$ cat src/sv/psdp_pkg.sv
// Shared types and constants for the PSI section descriptor parser.
// Holds the result record, the push bundle, status codes and byte positions.
// No dependencies.
package psdp_pkg;

	localparam int BYTE_CNT_W = 13;
	localparam int LOOP_W     = 14;
	localparam int CFG_IDX_W  = 4;
	localparam int RQ_DEPTH   = 4;
	localparam int RQ_PTR_W   = 2;
	localparam int RQ_CNT_W   = 3;

	// configuration register indexes
	localparam logic [CFG_IDX_W-1:0] CFG_MIN_BYTES = 4'd0;
	localparam logic [CFG_IDX_W-1:0] CFG_MAX_BYTES = 4'd1;

	localparam logic [BYTE_CNT_W-1:0] MIN_BYTES_RST = 13'd12;
	localparam logic [BYTE_CNT_W-1:0] MAX_BYTES_RST = 13'd1024;
	localparam logic [BYTE_CNT_W-1:0] BYTE_CNT_MAX  = 13'd8191;

	// summary status codes
	localparam logic [1:0] ST_OK       = 2'd0;
	localparam logic [1:0] ST_CRC_ERR  = 2'd1;
	localparam logic [1:0] ST_SIZE_ERR = 2'd2;

	// header byte positions
	localparam logic [BYTE_CNT_W-1:0] POS_TABLE_ID = 13'd0;
	localparam logic [BYTE_CNT_W-1:0] POS_LEN_HI   = 13'd1;
	localparam logic [BYTE_CNT_W-1:0] POS_LEN_LO   = 13'd2;
	localparam logic [BYTE_CNT_W-1:0] POS_VERSION  = 13'd5;
	localparam logic [BYTE_CNT_W-1:0] POS_SEC_NUM  = 13'd6;
	localparam logic [BYTE_CNT_W-1:0] POS_LAST_SEC = 13'd7;
	localparam logic [BYTE_CNT_W-1:0] LOOP_START   = 13'd8;

	localparam logic signed [LOOP_W-1:0] LOOP_HDR_BYTES = 14'sd9;
	localparam logic signed [LOOP_W-1:0] DESC_HDR_BYTES = 14'sd2;

	localparam logic [31:0] CRC_POLY = 32'h04C1_1DB7;
	localparam logic [31:0] CRC_INIT = 32'hFFFF_FFFF;

	typedef struct packed {
		logic        is_summary;
		logic [1:0]  status;
		logic [7:0]  tbl_id;
		logic        syntax_indicator;
		logic [11:0] section_len;
		logic [4:0]  version;
		logic        current_next;
		logic [7:0]  section_index;
		logic [7:0]  last_section_index;
		logic [7:0]  desc_tag;
		logic [7:0]  desc_len;
		logic [5:0]  item_count;
	} psdp_result_t;

	// up to two results per byte, r0 goes out first
	typedef struct packed {
		logic [1:0]   n;
		psdp_result_t r0;
		psdp_result_t r1;
	} psdp_push_t;

	// MSB-first CRC-32 over one byte
	function automatic logic [31:0] crc32_byte(input logic [31:0] crc, input logic [7:0] b);
		logic [31:0] c;
		c = crc ^ {b, 24'd0};
		for (int i = 0; i < 8; i++) begin
			c = c[31] ? ({c[30:0], 1'b0} ^ CRC_POLY) : {c[30:0], 1'b0};
		end
		return c;
	endfunction

endpackage

$ cat src/sv/psdp_parser.sv
// Byte-level section parser: input stage, header capture, descriptor walk, CRC.
// Produces up to two results per byte for the result queue. Uses psdp_pkg.
module psdp_parser import psdp_pkg::*; #(
	parameter int MAX_DESCRIPTORS = 32
) (
	input  logic                  clk,
	input  logic                  arst_n,
	input  logic                  in_valid,
	output logic                  in_ready,
	input  logic [7:0]            in_data,
	input  logic                  in_last,
	input  logic [BYTE_CNT_W-1:0] min_bytes,
	input  logic [BYTE_CNT_W-1:0] max_bytes,
	input  logic                  room,
	output psdp_push_t            push
);

	localparam int CNT_W = $clog2(MAX_DESCRIPTORS + 1);
	localparam logic [CNT_W-1:0] CNT_LIMIT = CNT_W'(MAX_DESCRIPTORS);

	logic                    valid_s1;
	logic [7:0]              data_s1;
	logic                    last_s1;
	logic                    adv;

	logic [BYTE_CNT_W-1:0]   byte_cnt_q;
	logic [31:0]             crc_q;
	logic [7:0]              tbl_id_q;
	logic                    syntax_q;
	logic [11:0]             sec_len_q;
	logic [4:0]              version_q;
	logic                    cur_next_q;
	logic [7:0]              sec_num_q;
	logic [7:0]              last_sec_q;
	logic signed [LOOP_W-1:0] loop_rem_q;
	logic [BYTE_CNT_W-1:0]   next_off_q;
	logic [CNT_W-1:0]        desc_cnt_q;
	logic [7:0]              pend_tag_q;

	logic [BYTE_CNT_W-1:0]   p;
	logic [31:0]             crc_n;
	logic [7:0]              tbl_id_n;
	logic                    syntax_n;
	logic [11:0]             sec_len_n;
	logic [4:0]              version_n;
	logic                    cur_next_n;
	logic [7:0]              sec_num_n;
	logic [7:0]              last_sec_n;
	logic signed [LOOP_W-1:0] loop_eff;
	logic signed [LOOP_W-1:0] loop_rem_n;
	logic                    desc_ok;
	logic                    hit_tag;
	logic                    hit_len;
	logic [CNT_W-1:0]        desc_cnt_n;
	logic [BYTE_CNT_W-1:0]   next_off_n;
	logic [BYTE_CNT_W-1:0]   byte_cnt_inc;
	logic [1:0]              status;
	psdp_result_t            rec;
	psdp_result_t            summ;

	assign in_ready = !valid_s1 || room;
	assign adv      = valid_s1 && room;

	always_ff @(posedge clk or negedge arst_n) begin
		if (!arst_n) begin
			valid_s1 <= 1'b0;
		end else if (in_valid && in_ready) begin
			valid_s1 <= 1'b1;
		end else if (adv) begin
			valid_s1 <= 1'b0;
		end
	end

	always_ff @(posedge clk) begin
		if (in_valid && in_ready) begin
			data_s1 <= in_data;
			last_s1 <= in_last;
		end
	end

	assign p = byte_cnt_q;
	assign crc_n = crc32_byte(crc_q, data_s1);

	always_comb begin
		tbl_id_n   = tbl_id_q;
		syntax_n   = syntax_q;
		sec_len_n  = sec_len_q;
		version_n  = version_q;
		cur_next_n = cur_next_q;
		sec_num_n  = sec_num_q;
		last_sec_n = last_sec_q;
		loop_eff   = loop_rem_q;
		case (p)
			POS_TABLE_ID: tbl_id_n = data_s1;
			POS_LEN_HI: begin
				syntax_n        = data_s1[7];
				sec_len_n[11:8] = data_s1[3:0];
			end
			POS_LEN_LO: begin
				sec_len_n[7:0] = data_s1;
				loop_eff = $signed({2'b00, sec_len_q[11:8], data_s1}) - LOOP_HDR_BYTES;
			end
			POS_VERSION: begin
				version_n  = data_s1[5:1];
				cur_next_n = data_s1[0];
			end
			POS_SEC_NUM:  sec_num_n  = data_s1;
			POS_LAST_SEC: last_sec_n = data_s1;
			default: ;
		endcase
	end

	// descriptor walk: tag byte at next_off, length byte right after it
	assign desc_ok = (desc_cnt_q < CNT_LIMIT) && (loop_eff >= DESC_HDR_BYTES);
	assign hit_tag = desc_ok && (p == next_off_q);
	assign hit_len = desc_ok && (p == next_off_q + 13'd1);

	assign loop_rem_n = hit_len ?
		loop_eff - $signed({6'd0, data_s1}) - DESC_HDR_BYTES : loop_eff;
	assign next_off_n = hit_len ? next_off_q + {5'd0, data_s1} + 13'd2 : next_off_q;
	assign desc_cnt_n = hit_len ? desc_cnt_q + CNT_W'(1) : desc_cnt_q;

	assign byte_cnt_inc = (byte_cnt_q == BYTE_CNT_MAX) ? byte_cnt_q : byte_cnt_q + 13'd1;

	always_comb begin
		if (byte_cnt_inc < min_bytes || byte_cnt_inc > max_bytes) begin
			status = ST_SIZE_ERR;
		end else if (crc_n != 32'd0) begin
			status = ST_CRC_ERR;
		end else begin
			status = ST_OK;
		end
	end

	always_comb begin
		rec.is_summary         = 1'b0;
		rec.status             = ST_OK;
		rec.tbl_id             = tbl_id_n;
		rec.syntax_indicator   = syntax_n;
		rec.section_len        = sec_len_n;
		rec.version            = version_n;
		rec.current_next       = cur_next_n;
		rec.section_index      = sec_num_n;
		rec.last_section_index = last_sec_n;
		rec.desc_tag           = pend_tag_q;
		rec.desc_len           = data_s1;
		rec.item_count         = 6'(desc_cnt_q);

		summ            = rec;
		summ.is_summary = 1'b1;
		summ.status     = status;
		summ.desc_tag   = 8'd0;
		summ.desc_len   = 8'd0;
		summ.item_count = 6'(desc_cnt_n);

		push.r0 = hit_len ? rec : summ;
		push.r1 = summ;
		if (!adv) begin
			push.n = 2'd0;
		end else begin
			push.n = {1'b0, hit_len} + {1'b0, last_s1};
		end
	end

	always_ff @(posedge clk or negedge arst_n) begin
		if (!arst_n) begin
			byte_cnt_q <= '0;
			crc_q      <= CRC_INIT;
			tbl_id_q   <= '0;
			syntax_q   <= 1'b0;
			sec_len_q  <= '0;
			version_q  <= '0;
			cur_next_q <= 1'b0;
			sec_num_q  <= '0;
			last_sec_q <= '0;
			loop_rem_q <= '0;
			next_off_q <= LOOP_START;
			desc_cnt_q <= '0;
			pend_tag_q <= '0;
		end else if (adv) begin
			if (last_s1) begin
				byte_cnt_q <= '0;
				crc_q      <= CRC_INIT;
				tbl_id_q   <= '0;
				syntax_q   <= 1'b0;
				sec_len_q  <= '0;
				version_q  <= '0;
				cur_next_q <= 1'b0;
				sec_num_q  <= '0;
				last_sec_q <= '0;
				loop_rem_q <= '0;
				next_off_q <= LOOP_START;
				desc_cnt_q <= '0;
				pend_tag_q <= '0;
			end else begin
				byte_cnt_q <= byte_cnt_inc;
				crc_q      <= crc_n;
				tbl_id_q   <= tbl_id_n;
				syntax_q   <= syntax_n;
				sec_len_q  <= sec_len_n;
				version_q  <= version_n;
				cur_next_q <= cur_next_n;
				sec_num_q  <= sec_num_n;
				last_sec_q <= last_sec_n;
				loop_rem_q <= loop_rem_n;
				next_off_q <= next_off_n;
				desc_cnt_q <= desc_cnt_n;
				if (hit_tag) begin
					pend_tag_q <= data_s1;
				end
			end
		end
	end

	a_cnt_limit: assert property (@(posedge clk) disable iff (!arst_n)
		desc_cnt_q <= CNT_LIMIT)
		else $error("descriptor count beyond limit");

	a_clear_after_last: assert property (@(posedge clk) disable iff (!arst_n)
		(adv && last_s1) |=> (byte_cnt_q == '0 && desc_cnt_q == '0 && crc_q == CRC_INIT))
		else $error("section state not cleared after last byte");

	a_cnt_monotonic: assert property (@(posedge clk) disable iff (!arst_n)
		(adv && !last_s1) |=> (byte_cnt_q >= $past(byte_cnt_q) && byte_cnt_q != '0))
		else $error("byte counter went backward mid-section");

endmodule

$ cat src/sv/psdp_out_fifo.sv
// Result queue: takes zero, one or two results per cycle, hands out one.
// Signals room while two more entries fit. Uses psdp_pkg.
module psdp_out_fifo import psdp_pkg::*; (
	input  logic         clk,
	input  logic         arst_n,
	input  psdp_push_t   push,
	output logic         room,
	output logic         out_valid,
	input  logic         out_ready,
	output psdp_result_t out_data
);

	psdp_result_t        mem [RQ_DEPTH];
	logic [RQ_PTR_W-1:0] wr_ptr_q;
	logic [RQ_PTR_W-1:0] rd_ptr_q;
	logic [RQ_CNT_W-1:0] cnt_q;
	logic                pop;
	logic [RQ_PTR_W-1:0] wr_ptr_1;

	assign room      = cnt_q <= RQ_CNT_W'(RQ_DEPTH - 2);
	assign out_valid = cnt_q != '0;
	assign out_data  = mem[rd_ptr_q];
	assign pop       = out_valid && out_ready;
	assign wr_ptr_1  = wr_ptr_q + RQ_PTR_W'(1);

	always_ff @(posedge clk) begin
		if (push.n != 2'd0) begin
			mem[wr_ptr_q] <= push.r0;
		end
		if (push.n == 2'd2) begin
			mem[wr_ptr_1] <= push.r1;
		end
	end

	always_ff @(posedge clk or negedge arst_n) begin
		if (!arst_n) begin
			wr_ptr_q <= '0;
			rd_ptr_q <= '0;
			cnt_q    <= '0;
		end else begin
			wr_ptr_q <= wr_ptr_q + RQ_PTR_W'(push.n);
			if (pop) begin
				rd_ptr_q <= rd_ptr_q + RQ_PTR_W'(1);
			end
			cnt_q <= cnt_q + RQ_CNT_W'(push.n) - RQ_CNT_W'(pop);
		end
	end

	a_no_overflow: assert property (@(posedge clk) disable iff (!arst_n)
		(push.n != 2'd0) |-> room)
		else $error("result pushed without room");

	a_cnt_bound: assert property (@(posedge clk) disable iff (!arst_n)
		cnt_q <= RQ_CNT_W'(RQ_DEPTH))
		else $error("result queue count out of range");

	a_pop_only: assert property (@(posedge clk) disable iff (!arst_n)
		(pop && push.n == 2'd0) |=> cnt_q == $past(cnt_q) - RQ_CNT_W'(1))
		else $error("queue count wrong after pop");

endmodule

$ cat src/sv/psi_section_descriptor_parser_top.sv
// Top level of the PSI section descriptor parser.
// Instantiates psdp_parser and psdp_out_fifo; holds the size limit registers. Uses psdp_pkg.
//
// Usage:
//  - s_axis takes one section byte per item (tdata[7:0]); tlast marks the final byte.
//  - m_axis gives one record per descriptor header found in the loop, and on the
//    final byte a summary with tlast high (status: ok, crc error, size error).
//  - cfg writes the size limits: index 0 min bytes, index 1 max bytes. cfg_ready is
//    always high; write only while no section byte is in flight.
// Timing:
//  - One byte per cycle sustained while the result queue has room. A byte is held in the
//    input register, and its results enter the result queue from there, so a result is
//    visible at m_axis only after the byte has passed the input register.
//  - A byte can give two results (last descriptor record and summary); the queue
//    of four drains one per cycle while m_axis_tready is high.
//  - When m_axis stalls, the queue fills; s_axis_tready drops while a byte waits in
//    the input register and fewer than two entries are free; nothing is lost.
// Reset: arst_n clears the section state, the queue and restores the limits 12/1024.
module psi_section_descriptor_parser_top import psdp_pkg::*; #(
	parameter int MAX_DESCRIPTORS = 32
) (
	input  logic                  clk,
	input  logic                  arst_n,
	input  logic                  s_axis_tvalid,
	output logic                  s_axis_tready,
	input  logic [7:0]            s_axis_tdata,   // [7:0] data_byte
	input  logic                  s_axis_tlast,
	output logic                  m_axis_tvalid,
	input  logic                  m_axis_tready,
	// [1:0] status, [9:2] table id, [10] syntax_indicator, [22:11] section_len,
	// [27:23] version, [28] current_next, [36:29] section_index,
	// [44:37] last_section_index, [52:45] desc_tag, [60:53] desc_len,
	// [66:61] item_count, [71:67] zero
	output logic [71:0]           m_axis_tdata,
	output logic                  m_axis_tlast,   // is_summary
	input  logic                  cfg_valid,
	output logic                  cfg_ready,
	input  logic [CFG_IDX_W-1:0]  cfg_index,
	input  logic [BYTE_CNT_W-1:0] cfg_data
);

	logic [BYTE_CNT_W-1:0] min_bytes_q;
	logic [BYTE_CNT_W-1:0] max_bytes_q;
	logic                  room;
	psdp_push_t            push;
	psdp_result_t          res;

	assign cfg_ready = 1'b1;

	always_ff @(posedge clk or negedge arst_n) begin
		if (!arst_n) begin
			min_bytes_q <= MIN_BYTES_RST;
			max_bytes_q <= MAX_BYTES_RST;
		end else if (cfg_valid && cfg_ready) begin
			case (cfg_index)
				CFG_MIN_BYTES: min_bytes_q <= cfg_data;
				CFG_MAX_BYTES: max_bytes_q <= cfg_data;
				default: ;
			endcase
		end
	end

	psdp_parser #(
		.MAX_DESCRIPTORS(MAX_DESCRIPTORS)
	) u_parser (
		.clk      (clk),
		.arst_n   (arst_n),
		.in_valid (s_axis_tvalid),
		.in_ready (s_axis_tready),
		.in_data  (s_axis_tdata),
		.in_last  (s_axis_tlast),
		.min_bytes(min_bytes_q),
		.max_bytes(max_bytes_q),
		.room     (room),
		.push     (push)
	);

	psdp_out_fifo u_out_fifo (
		.clk      (clk),
		.arst_n   (arst_n),
		.push     (push),
		.room     (room),
		.out_valid(m_axis_tvalid),
		.out_ready(m_axis_tready),
		.out_data (res)
	);

	assign m_axis_tlast = res.is_summary;
	assign m_axis_tdata = {5'd0, res.item_count, res.desc_len, res.desc_tag,
		res.last_section_index, res.section_index, res.current_next, res.version,
		res.section_len, res.syntax_indicator, res.tbl_id, res.status};

endmodule

$ cat config.mk
export PLATFORM = sky130hd
export DESIGN_NAME = psi_section_descriptor_parser_top
export DESIGN_NICKNAME = d
export VERILOG_FILES = /design/src/sv/psdp_pkg.sv /design/src/sv/psdp_parser.sv /design/src/sv/psdp_out_fifo.sv /design/src/sv/psi_section_descriptor_parser_top.sv
export SDC_FILE = /design/constraint.sdc
export NUM_CORES = 1
export LEC_CHECK = 0
export ABC_CLOCK_PERIOD_IN_PS = 7200
export BUFFER_PORTS_ARGS = -buffer_cell sky130_fd_sc_hd__buf_2
export CAP_MARGIN = 20
export CORE_MARGIN = 3
export CORE_UTILIZATION = 23
export DETAILED_ROUTE_END_ITERATION = 7
export GPL_TIMING_DRIVEN = 0
export HOLD_SLACK_MARGIN = 0.03
export PLACE_DENSITY_LB_ADDON = 0.05
export SLEW_MARGIN = 10
export SYNTH_ARGS = -nofsm -noshare
export SYNTH_HDL_FRONTEND = slang
export SYNTH_SLANG_ARGS = --single-unit
$ cat constraint.sdc
create_clock -name clk -period 7.2 [get_ports clk]
set_input_delay 0 -clock clk [delete_from_list [all_inputs] [get_ports clk]]
set_output_delay 0 -clock clk [all_outputs]
set_load 0.01 [all_outputs]
Word level (Yosys, flattened, before mapping)
Memory sizes are Yosys's and may differ from the RTL's. Index checks and enable logic that the tools add are counted.

Add/subtract/negate cells: 14. Magnitude comparators: 5. Eq/ne operators: 10. Muxes and demuxes: 45. Bitwise operators: 9. Reduce and logical (&&, ||, !) cells: 21.

Operators by type and width (count): two-way mux 27 bit (8); NOT 14 bit (8); two-way mux 8 bit (9); two-way mux 68 bit (1); two-way mux 13 bit (4); two-way mux 14 bit (3); equality test 13 x 3 -> 1 bit, second input constant (3); two-way mux 32 bit (1); nonzero test 32 bit (1); XOR 32 bit (1); adder 13 x 1 -> 13 bit, second input constant (2); equality test 13 bit (2); >= comparator 14 x 3 -> 1 bit, second input constant (1); subtractor 14 x 3 -> 14 bit, second input constant (1); subtractor 14 x 9 -> 14 bit (1); adder 13 x 2 -> 13 bit, second input constant (1); adder 13 x 8 -> 13 bit (1); equality test 13 x 1 -> 1 bit, second input constant (1); equality test 13 bit, second input constant (1); equality test 13 x 2 -> 1 bit, second input constant (1); > comparator 13 bit (1); zero test 13 bit (1); less-than comparator 13 bit (1); subtractor 12 x 4 -> 13 bit, second input constant (1); 23 further kinds (49).

Flip-flop bits (word level): 172. RAM bits: 272. Input port bits: 31. Output and inout port bits: 76. Logic and storage cells: 126. Memories: 1.

Memory list: u_out_fifo.mem (depth 4, width 68, read ports 1, clocked after Yosys merged registers in 0, wr ports 2, line psdp_out_fifo.sv:13) `psdp_result_t mem [RQ_DEPTH];`.

Depth between registers and ports, before layout
Depth in word-level cells: 21. Depth in mapped cells: 22. Mapped depth without buffers: 20.

Hierarchy
From an unflattened synthesis, not the netlist that was laid out.

Cell total of the unflattened synthesis: 1958. Area, all modules: 25366.8 µm².

Modules (own cells, without submodules): psdp_out_fifo (times used 1, cells each 700, area an instance 13634.3 µm², seq. area each 8343.0 µm²); psdp_parser (times used 1, cells each 1192, area an instance 10649.0 µm², seq. area each 3564.7 µm²); psi_section_descriptor_parser_top (times used 1, cells each 66, area an instance 1083.5 µm², seq. area each 654.4 µm²).

Worst setup path after synthesis
No wires, ideal clock.

Path type: register -> register. Start: reg u_parser.data_s1[1]. End: mem u_out_fifo.mem[0][0] (netlist name), enable pin. Setup time: 0.405 ns. Data arrival time: 4.809 ns. Required time: 6.795 ns. Path slack: 1.986 ns. Cell stages (with the launch flop): 18. Path buffers: 4. Period minus slack after synthesis: 5.214 ns. Cells stage by stage: edfxtp_1 buf_2 buf_1 inv_1 ha_1 nand2b_1 nand3b_1 o2bb2a_1 nor4_1 o2111a_2 a211oi_4 ha_1 clkbuf_1 o21ai_1 nor3_1 nor2_1 clkbuf_1 inv_1.

RTL lines: start: declaration (line psdp_parser.sv:22) `logic [7:0] data_s1;`; start signal: assignment (line psdp_parser.sv:76) `data_s1 <= in_data;`; end: declaration (line psdp_out_fifo.sv:13).

==> impl_metrics.tcl <==
set metrics [dict create \
    status "finished, final reports clean" \
    critPathKind "reg -> reg" \
    track_usage 0.1540 \
    min_to "min_bytes_q[3]" \
    max_freq_ghz 0.1497 \
    tightestPinTransition_ns 1.059 \
    die_area_um2 101500 \
    ctsLongestPathBuffers 3 \
    peakVddDrop_uv 194.5 \
    crit_arrival_ns 7.01 \
    pre_cts_slack_ns -0.2653 \
    syn_avg_cell_area_um2 11.22 \
    r2r_setup_slack_ns 0.52 \
    min_period_over_period 0.9276 \
    reg2reg_depth 18 \
    reg2reg_from "u_parser.data_s1[1]" \
    critical_path_required_ns 7.53 \
    wl_um 78710 \
    maxCapViolCount 0 \
    fin_tns_setup_ns 0 \
    layout-drive-gt1-share 0.1636 \
    synth-compound-area-share 0.1276 \
    fin_worst_skew_ns 0.02094 \
    worst_slack_ns 0.5213 \
    path_max_fanout 42 \
    grt_antenna_before_repair 1 \
    yosysTopAreaCellShare 0.2845 \
    min_period_ns 6.679 \
    hold_path_depth 4 \
    ys.flop_type "edfxtp_1" \
    initial_core_util 0.2322 \
    cts.sinks 444 \
    holdCritStartpoint "cfg_index[1]" \
    p_per_area_nw_per_um2 425.1 \
    drt_iter0_drc 934 \
    synth_adder_area_share 0.04329 \
    vias 16200 \
    cp_top_family "buffers and inverters" \
    dp_hpwl_um 55820 \
    drt_pass1_iterations 5 \
    final_hold_viol_count 0 \
    grt_pass1_vias 16900 \
    h-tree-depth 2 \
    routabilityCongestion 0.7684 \
    clock-root-buffer "clkbuf_16" \
    clk_pin_slew_ns 0.06 \
    power.leakage_uw 0.01051 \
    die_h_um 318.7 \
    synth-seq-area-share 0.5284 \
    yosysWarnings 0 \
    cts_tree "built" \
    nNetsFinal 2328 \
    chipWidth_um 318.7 \
    wl_per_cell_um 22.20 \
    clock_latency_ns 0.62 \
    synth_area_leader_cell "edfxtp_1" \
    grt-ovfl-total 0 \
    cts_buffers 55 \
    drc 0 \
    post-route-util 0.2797 \
    yosys.cell_types.count 79 \
    avgViaCountPerCell 4.570 \
    ios 107 \
    syn_inst 2004 \
    syn_area_um2 22480 \
    path_cells "buf_2 > clkdlybuf4s15_2 > clkinvlp_4 > ha_1 > nand2b_1 > a21oi_2 > xor2_1 > nor4_1 > o2111a_2 > a211oi_4 > ha_1 > clkbuf_1 > o21ai_1 > nor3_2 > nor2_1 > clkbuf_1 > inv_4 > buf_16" \
    setup_violations 0 \
    io_buffers 100 \
    grt_setup_unrepaired "no" \
    synth-edff-count 213 \
    finalMaxSlewViolations 0 \
    core_um2 96850 \
    post-cts-setup-buffers 0 \
    synthSimpleGateAreaFrac 0.1165 \
    min_path_type "in -> reg" \
    postRouteAntennaNets 0 \
    syn_to_final_growth_pct 20.50 \
    max_stage_delay_ns 0.61 \
    rr_endpoint "u_out_fifo.mem[0][22]" \
    async_reset_ff_frac 0.3671 \
    final_common_cell "nor2_1" \
    rows 114 \
    layout_common_cells "nor2_1, edfxtp_1, nand2_1" \
    grt_pass1_wl_um 116200 \
    ys_ff_latch 444 \
    finalPower_uw 11520 \
    cpMaxStageDelayCell "clkbuf_1" \
    startpoint_type "flop" \
    synthTopCellsByArea "edfxtp_1, dfrtp_1, mux4_2, dfxtp_1, nor2_1" \
    synth_xor_area_frac 0.04919 \
    cp_num_buf_inv 7 \
    synth_top_family_by_area "compound AO/OA/AOI/OAI gates" \
    cp-end-kind "flop" \
    relSlewSlack 0.2939 \
    synth_mux_area_frac 0.09694 \
    grt_max_degree 60 \
]
## layout make-up
type,count,area (um^2)
clock buffer,78,1565
sequential,444,11880
inverter,74,291.5
timing repair buffer,157,1191
buffer,138,575.6
clock inverter,26,212.7
antenna,1,2.502
fill,10110,69760
multi-input combinational,1351,9776
tap,1276,1597
## logic make-up (layout without fill, tap and decap cells)
logic type,after synthesis,count (layout)
mux,131,131
buf+inv,213,473
fa+ha+maj,76,76
xor+xnor,122,122
flops,444,444
other cells,2,7
simple gates,583,583
compound gates,433,433
## power breakdown
group          total (uW)  internal, uW  switching, uW
Clock                2750          1590           1160
Combinational        5170          1950           3220
Sequential           3600          3250            350
Total               11500          6780           4730
## worst register-to-register path: cells and delay by family (launching register included)
| family | cells | cell delay (ns) |
|---|---|---|
| XOR/XNOR | 1 | 0.27 |
| flip-flops | 1 | 0.40 |
| AND/OR/NAND/NOR | 4 | 0.88 |
| buffers and inverters | 7 | 2.56 |
| adder cells (fa/ha/maj) | 2 | 0.73 |
| AO/OA/AOI/OAI | 4 | 1.51 |
## synth_stat cells (36+ instances only)
library cell,instances
clkbuf_1,98
nand2_1,147
xnor2_1,75
edfxtp_1,213
dfrtp_1,127
mux4_2,68
a22o_1,87
o21ai_0,134
inv_1,72
dfstp_2,36
dfxtp_1,68
xor2_1,42
a21oi_1,87
ha_1,73
mux2i_1,49
nor2_1,283
## state kept, by name (all words and copies together), names as in the netlist, 3 cells and up
register             count
u_out_fifo.mem         272
u_parser.crc_q          32
u_parser.loop_rem_q     14
max_bytes_q             13
min_bytes_q             13
u_parser.byte_cnt_q     13
u_parser.next_off_q     13
u_parser.sec_len_q      12
u_parser.data_s1         8
u_parser.last_sec_q      8
u_parser.pend_tag_q      8
u_parser.sec_num_q       8
u_parser.tbl_id_q        8
u_parser.desc_cnt_q      6
u_parser.version_q       5
u_out_fifo.cnt_q         3
## through the flow
stage	hold WS, ns	cells	cell area (um^2)
6_report	0.06488	3545	27090
3_5_place_dp	-0.05609	3395	24820
5_1_grt	0.05550	3544	27090
4_1_cts	0.03571	3543	27060
3_3_place_gp	0.1772	3384	24600
2_1_floorplan	-0.2956	2008	22500
## worst max-delay path by stage
stage                        start               endpoint  slack, ns  cells past startpoint
3_3_place_gp   u_parser.data_s1[1]  u_out_fifo.mem[0][22]      -1.97                     17
3_5_place_dp   u_parser.data_s1[1]   u_out_fifo.mem[1][5]      -0.27                     21
5_1_grt        u_parser.data_s1[1]  u_out_fifo.mem[0][27]        0.1                     18
6_report       u_parser.data_s1[1]  u_out_fifo.mem[0][22]       0.52                     18
4_1_cts        u_parser.data_s1[1]   u_out_fifo.mem[1][5]       0.05                     21
2_1_floorplan  u_parser.data_s1[1]   u_out_fifo.mem[0][0]       1.99                     17
## metal layers
metal	vias to the layer above	track usage	share of wire
met2	295	0.2637	0.49
met1	8135	0.2021	0.45
met5	-	0	0
li1	7680	-	-
met3	89	0.02726	0.043
met4	0	0.03549	0.021
## what timing repair did
action	in CTS	in global routing
hold buffers	44	0
setup endpoints to repair	155	121
cloned	0	0
endpoints found under the hold margin	145	0
resized for setup	3	5
(Power assumes the default switching activity.)
